File: config.mk
export PLATFORM = sky130hd
export DESIGN_NAME = key_short_long_press_classifier
export DESIGN_NICKNAME = d
export VERILOG_FILES = /design/src/hw/rtl/kslp_pkg.sv /design/src/hw/rtl/key_short_long_press_classifier.sv
export SDC_FILE = /design/constraint.sdc
export NUM_CORES = 1
export LEC_CHECK = 0
export BUFFER_PORTS_ARGS = -buffer_cell sky130_fd_sc_hd__buf_2
export CAP_MARGIN = 20
export CORE_MARGIN = 5
export CORE_UTILIZATION = 55
export DETAILED_ROUTE_END_ITERATION = 7
export PLACE_DENSITY = 0.81
export SLEW_MARGIN = 20
export SYNTH_ARGS = -nofsm -noshare
export SYNTH_HDL_FRONTEND = slang
export SYNTH_SLANG_ARGS = --single-unit
File: constraint.sdc
create_clock -name i_clk -period 9.6 [get_ports i_clk]
set_clock_uncertainty 0.2 [all_clocks]
set_input_delay 0.96 -clock i_clk [delete_from_list [all_inputs] [get_ports i_clk]]
set_output_delay 0.96 -clock i_clk [all_outputs]
set_load 0.02 [all_outputs]
File: src/hw/rtl/kslp_pkg.sv
// package with constants, types and helpers for the key press classifier
package kslp_pkg;

    localparam int KEY_COUNT = 4;
    localparam int LEVEL_W   = 4;
    localparam int TICK_W    = 32;
    localparam int EVT_W     = 4;

    localparam logic [TICK_W-1:0] LONG_PRESS_RESET = TICK_W'(500);
    localparam logic [EVT_W-1:0]  EVT_NONE         = '0;

    localparam int S_TDATA_W = ((LEVEL_W + TICK_W + 7) / 8) * 8;
    localparam int M_TDATA_W = ((EVT_W + 7) / 8) * 8;

    typedef enum logic {
        OP_POLL = 1'b0,
        OP_READ = 1'b1
    } t_opcode;

    typedef logic [KEY_COUNT-1:0] t_keys;

    function automatic logic [EVT_W-1:0] short_code(input int k);
        short_code = EVT_W'(2 * k + 1);
    endfunction

    function automatic logic [EVT_W-1:0] long_code(input int k);
        long_code = EVT_W'(2 * k + 2);
    endfunction

endpackage

File: src/hw/rtl/key_short_long_press_classifier.sv
// top level: short/long press classifier for active-low keys
//
// one input stream carries poll and read beats; tuser selects the kind
// (0 poll with key levels and tick, 1 read and clear the latched event).
// a poll updates held flags, the shared press stamp and the latched event
// and gives no output beat. a read gives exactly one output beat holding
// the latched event code and clears it to zero.
// the long press threshold is loaded through i_cfg_we / i_cfg_wdata, by
// the user only while the block is idle (the block does not enforce this);
// reset sets it to 500 ticks. pipeline: input register, then compare and
// priority logic into the event state and the output register. a read
// beat passes from the input register to the output register for the
// receiver; one beat is taken every cycle except while a read waits.
// when the receiver stalls with a read result pending, a following poll
// still retires, while a following read waits in the input register and
// s_axis_tready drops until the output register drains.
// reset (synchronous, active low) clears held flags, the stamp, the
// latched event, both valid flags, and restores the threshold.
module key_short_long_press_classifier (
    input  logic                            i_clk,
    input  logic                            i_rst_n,
    input  logic                            i_cfg_we,
    input  logic [kslp_pkg::TICK_W-1:0]     i_cfg_wdata,
    input  logic                            s_axis_tvalid,
    output logic                            s_axis_tready,
    // key_levels [3:0], now_tick [35:4], zero fill above
    input  logic [kslp_pkg::S_TDATA_W-1:0]  s_axis_tdata,
    // opcode [0]
    input  logic                            s_axis_tuser,
    output logic                            m_axis_tvalid,
    input  logic                            m_axis_tready,
    // key_event [3:0], zero fill above
    output logic [kslp_pkg::M_TDATA_W-1:0]  m_axis_tdata
);
    import kslp_pkg::*;

    logic [TICK_W-1:0]   r_long_ticks;
    logic                r_in_valid;
    t_opcode             r_in_op;
    logic [LEVEL_W-1:0]  r_in_levels;
    logic [TICK_W-1:0]   r_in_tick;
    t_keys               r_held;
    logic [TICK_W-1:0]   r_stamp;
    logic [EVT_W-1:0]    r_latched;
    logic                r_out_valid;
    logic [EVT_W-1:0]    r_out_event;

    t_keys               pressed;
    t_keys               newly;
    t_keys               held_mid;
    t_keys               n_held;
    logic [TICK_W-1:0]   n_stamp;
    logic [TICK_W-1:0]   elapsed;
    logic                is_long;
    logic [EVT_W-1:0]    poll_event;
    logic [EVT_W-1:0]    n_latched;
    logic                advance;
    logic                read_go;

    assign advance = r_in_valid && ((r_in_op == OP_POLL) || !r_out_valid || m_axis_tready);
    assign read_go = advance && (r_in_op == OP_READ);

    assign s_axis_tready = !r_in_valid || advance;
    assign m_axis_tvalid = r_out_valid;
    assign m_axis_tdata  = M_TDATA_W'(r_out_event);

    // keys with no level bit read as released
    always_comb begin
        for (int k = 0; k < KEY_COUNT; k++) begin
            pressed[k] = 1'b0;
            for (int j = 0; j < LEVEL_W; j++) begin
                if (j == k) begin
                    pressed[k] = ~r_in_levels[j];
                end
            end
        end
    end

    always_comb begin
        newly    = pressed & ~r_held;
        held_mid = r_held | newly;
        n_stamp  = (|newly) ? r_in_tick : r_stamp;
        elapsed  = r_in_tick - n_stamp;
        is_long  = elapsed > r_long_ticks;
        n_held   = held_mid & pressed;
        poll_event = r_latched;
        for (int k = 0; k < KEY_COUNT; k++) begin
            if (held_mid[k]) begin
                if (is_long) begin
                    poll_event = long_code(k);
                end else if (!pressed[k]) begin
                    poll_event = short_code(k);
                end
            end
        end
        n_latched = r_latched;
        if (advance) begin
            n_latched = (r_in_op == OP_READ) ? EVT_NONE : poll_event;
        end
    end

    always_ff @(posedge i_clk) begin
        if (!i_rst_n) begin
            r_long_ticks <= LONG_PRESS_RESET;
            r_in_valid   <= 1'b0;
            r_held       <= '0;
            r_stamp      <= '0;
            r_latched    <= EVT_NONE;
            r_out_valid  <= 1'b0;
        end else begin
            if (i_cfg_we) begin
                r_long_ticks <= i_cfg_wdata;
            end
            if (s_axis_tready) begin
                r_in_valid <= s_axis_tvalid;
            end
            if (advance && (r_in_op == OP_POLL)) begin
                r_held  <= n_held;
                r_stamp <= n_stamp;
            end
            r_latched <= n_latched;
            if (read_go) begin
                r_out_valid <= 1'b1;
            end else if (m_axis_tready) begin
                r_out_valid <= 1'b0;
            end
        end
    end

    always_ff @(posedge i_clk) begin
        if (s_axis_tready && s_axis_tvalid) begin
            r_in_op     <= t_opcode'(s_axis_tuser);
            r_in_levels <= s_axis_tdata[LEVEL_W-1:0];
            r_in_tick   <= s_axis_tdata[LEVEL_W+TICK_W-1:LEVEL_W];
        end
        if (read_go) begin
            r_out_event <= r_latched;
        end
    end

    a_read_gives_beat: assert property (@(posedge i_clk) disable iff (!i_rst_n)
        read_go |=> m_axis_tvalid)
        else $error("read did not produce an output beat");

    a_read_clears: assert property (@(posedge i_clk) disable iff (!i_rst_n)
        read_go |=> (r_latched == EVT_NONE))
        else $error("latched event not cleared by read");

    a_poll_no_beat: assert property (@(posedge i_clk) disable iff (!i_rst_n)
        (m_axis_tvalid && m_axis_tready && !read_go) |=> !m_axis_tvalid)
        else $error("output beat without a read");

    a_code_range: assert property (@(posedge i_clk) disable iff (!i_rst_n)
        r_latched <= EVT_W'(2 * KEY_COUNT))
        else $error("latched code out of range");

    a_no_read_while_full: assert property (@(posedge i_clk) disable iff (!i_rst_n)
        (r_in_valid && (r_in_op == OP_READ) && r_out_valid && !m_axis_tready)
            |-> !advance)
        else $error("read overwrote a pending result");

endmodule
==> impl_metrics.ini <==
[status]
outcome = finished clean

[routing]
dr.pass1.iters = 5
drt-initial-drc-count = 405
vias = 5209
wl_per_cell_um = 15.4
wl_um = 14400
ant_nets = 0
drc = 0
viasPerCell = 5.60

[yosys]
synth_area_leaders = dfxtp_1 (22%), edfxtp_1 (18%), ha_1 (12%)
ys_seq_elements = 115
synthesis.area_sq_um = 6830
yosys_warnings = 0
synth_edf_count = 41
yosysTopAreaCell = dfxtp_1
yosysTopAreaCellShare_pct = 21.7
synth.distinct_cells = 64
ys.flop_type = dfxtp_1
async_flop_share_pct = 0
synth_cells = 674
avgSynthCellArea_sq_um = 10.1
seq_area_frac_synth_pct = 39.7

[global_route]
overflow = 0
grt_usage_pct = 20.5
grt_pass1_wl_um = 23900
antenna_found_initial = 0
grt_max_degree = 75
grt_pass1_vias = 5100

[cts]
cts_tree = done
cts_setup_buffers = 0
clkLatencyLatePin_ps = 420
clockBufferDepth = 2
ctsHoldBuffers = 0
clkSinkCount = 115
path_clk_slew_ps = 50
h-tree-depth = 4
cts_root_buffer = clkbuf_16
cts_resized = 0
cts_buffers = 17

[cells_and_area]
nFillCells = 953
layout_common_cells = buf_2 (79), dfxtp_1 (74), ha_1 (63), nand2_1 (62), mux2i_1 (57)
layout-drive-gt1-share_pct = 17.4
final_common_cell = buf_2
diodes = 0
fin_nets = 892
area_growth_syn_to_layout_pct = 16.4

[floorplan]
die-area_sq_um = 14800
rows = 40
die_x_um = 121
fp.dieH_um = 121
ios = 88
core_sq_um = 12100
initial_utilization_pct = 56.4

[timing]
setup_slack_ps = 2780
post-route-min-period_ps = 6820
tightestPinTransition_ps = 997
setup_tns_ps = 0
max_slew_margin_pct = 33.5
hold_violations = 0
clock.fmax_ghz = 0.147
setup_viol = 0
rsz0062_at_grt = false
fin_crit_sh_pct = 71.0
finalMaxSlewViolations = 0

[placed_design]
gp_congestion = 0.884
hpwl_um = 10400
io_buffers = 79
place_ws_ps = 2890

[power_and_ir_drop]
vdd_drop_max_uv = 118
finalPower_mw = 1.49
power.leakage_nw = 3.76
power_density_nw_per_um2 = 187

[worst_hold_path]
hold-path-cell-count = 0
hold_path_class = reg2reg

[worst_setup_path]
crit_fanout = 25
cp_slowest_stage_delay_ps = 710
reg2reg_depth = 27
crit_path_top_delay_cell = nor2_4
r2r_slack_ps = 2780
crit_arrival_ps = 6950
end_kind = flip-flop
crit_type = reg2reg
cp.required_ps = 9740
critPathLaunchType = flip-flop

[run]
drv_cap = 0
-- flip-flops by register name (all words and copies together) (netlist names), 4 cells and up --
register and cells:
r_in_tick 32, r_long_ticks 32, r_stamp 32, r_held 4
r_in_levels 4, r_latched 4, r_out_event 4
-- final timing paths --
kind,startpoint,endpoint
worst max-delay path,r_in_levels[2]$_DFFE_PP_,r_latched[1]$_SDFFE_PN0P_
worst max register to register,r_in_levels[2]$_DFFE_PP_,r_latched[1]$_SDFFE_PN0P_
worst min-delay path,r_latched[2]$_SDFFE_PN0P_,r_out_event[2]$_DFFE_PP_
worst min register to register,r_latched[2]$_SDFFE_PN0P_,r_out_event[2]$_DFFE_PP_
-- kinds of logic (layout without fill, tap and decap cells) --
group / after synthesis / count (layout) / synth area share [%]
compound gates: 180 / 180 / 20.3
xor+xnor: 29 / 29 / 3.72
fa+ha+maj: 64 / 64 / 11.8
buf+inv: 66 / 152 / 3.88
flops: 115 / 115 / 39.7
mux: 57 / 57 / 8.35
other cells: 1 / 4 / 0.0549
simple gates: 162 / 162 / 12.2
-- synthesized netlist by cell type (all sizes together) (20+ instances only) --
master and n:
a21o 34, a21oi 35, clkbuf 20, dfxtp 74, edfxtp 41, ha 63, inv 37, mux2i 57
nand2 62, nor2b 36, o211a 34, o21ai 21, xnor2 20
-- cell type report --
cell class                 instances  area, sq um  share of cell area (%)
clock inverter                    10          108                    1.35
inverter                          37          139                    1.75
clock buffer                      22          464                    5.84
multi-input combinational        496         3890                    49.0
tap                              168          210                    2.64
timing repair buffer              83          425                    5.35
sequential                       115         2710                    34.1
-- worst max-delay path: cells and delay by family, from the launching register on --
kind,cells,cell delay (ps)
flops,1,490
compound gates,16,3180
xor+xnor,1,180
fa+ha+maj,3,940
buf+inv,1,60
simple gates,6,1670
-- per-stage QoR --
step | instance area, sq um | hold slack, ps | instances | util, %
after global routing | 7950 | 251 | 931 | 65.7
after floorplan | 6840 | 202 | 677 | -
after CTS | 7950 | 234 | 931 | 65.7
after global placement | 7380 | 214 | 899 | 60.9
after detailed placement | 7380 | 214 | 899 | 60.9
final | 7950 | 236 | 931 | 65.7
-- where the power goes --
group | switching [mW] | internal, mW | total (mW)
Combinational | 0.179 | 0.152 | 0.331
Sequential | 0.0175 | 0.533 | 0.551
Clock | 0.214 | 0.392 | 0.606
-- per-layer routing --
layer	vias to the layer above	wire, um	share of wire (%)	global-route usage [%]
met5	-	0	0	0
met4	0	346	2.4	9.03
met3	35	749	5.2	5.45
met2	148	6620	46	32.1
met1	2417	6650	46	26.5
li1	2609	-	-	-
Note: power is estimated with default switching activity, not from simulation.
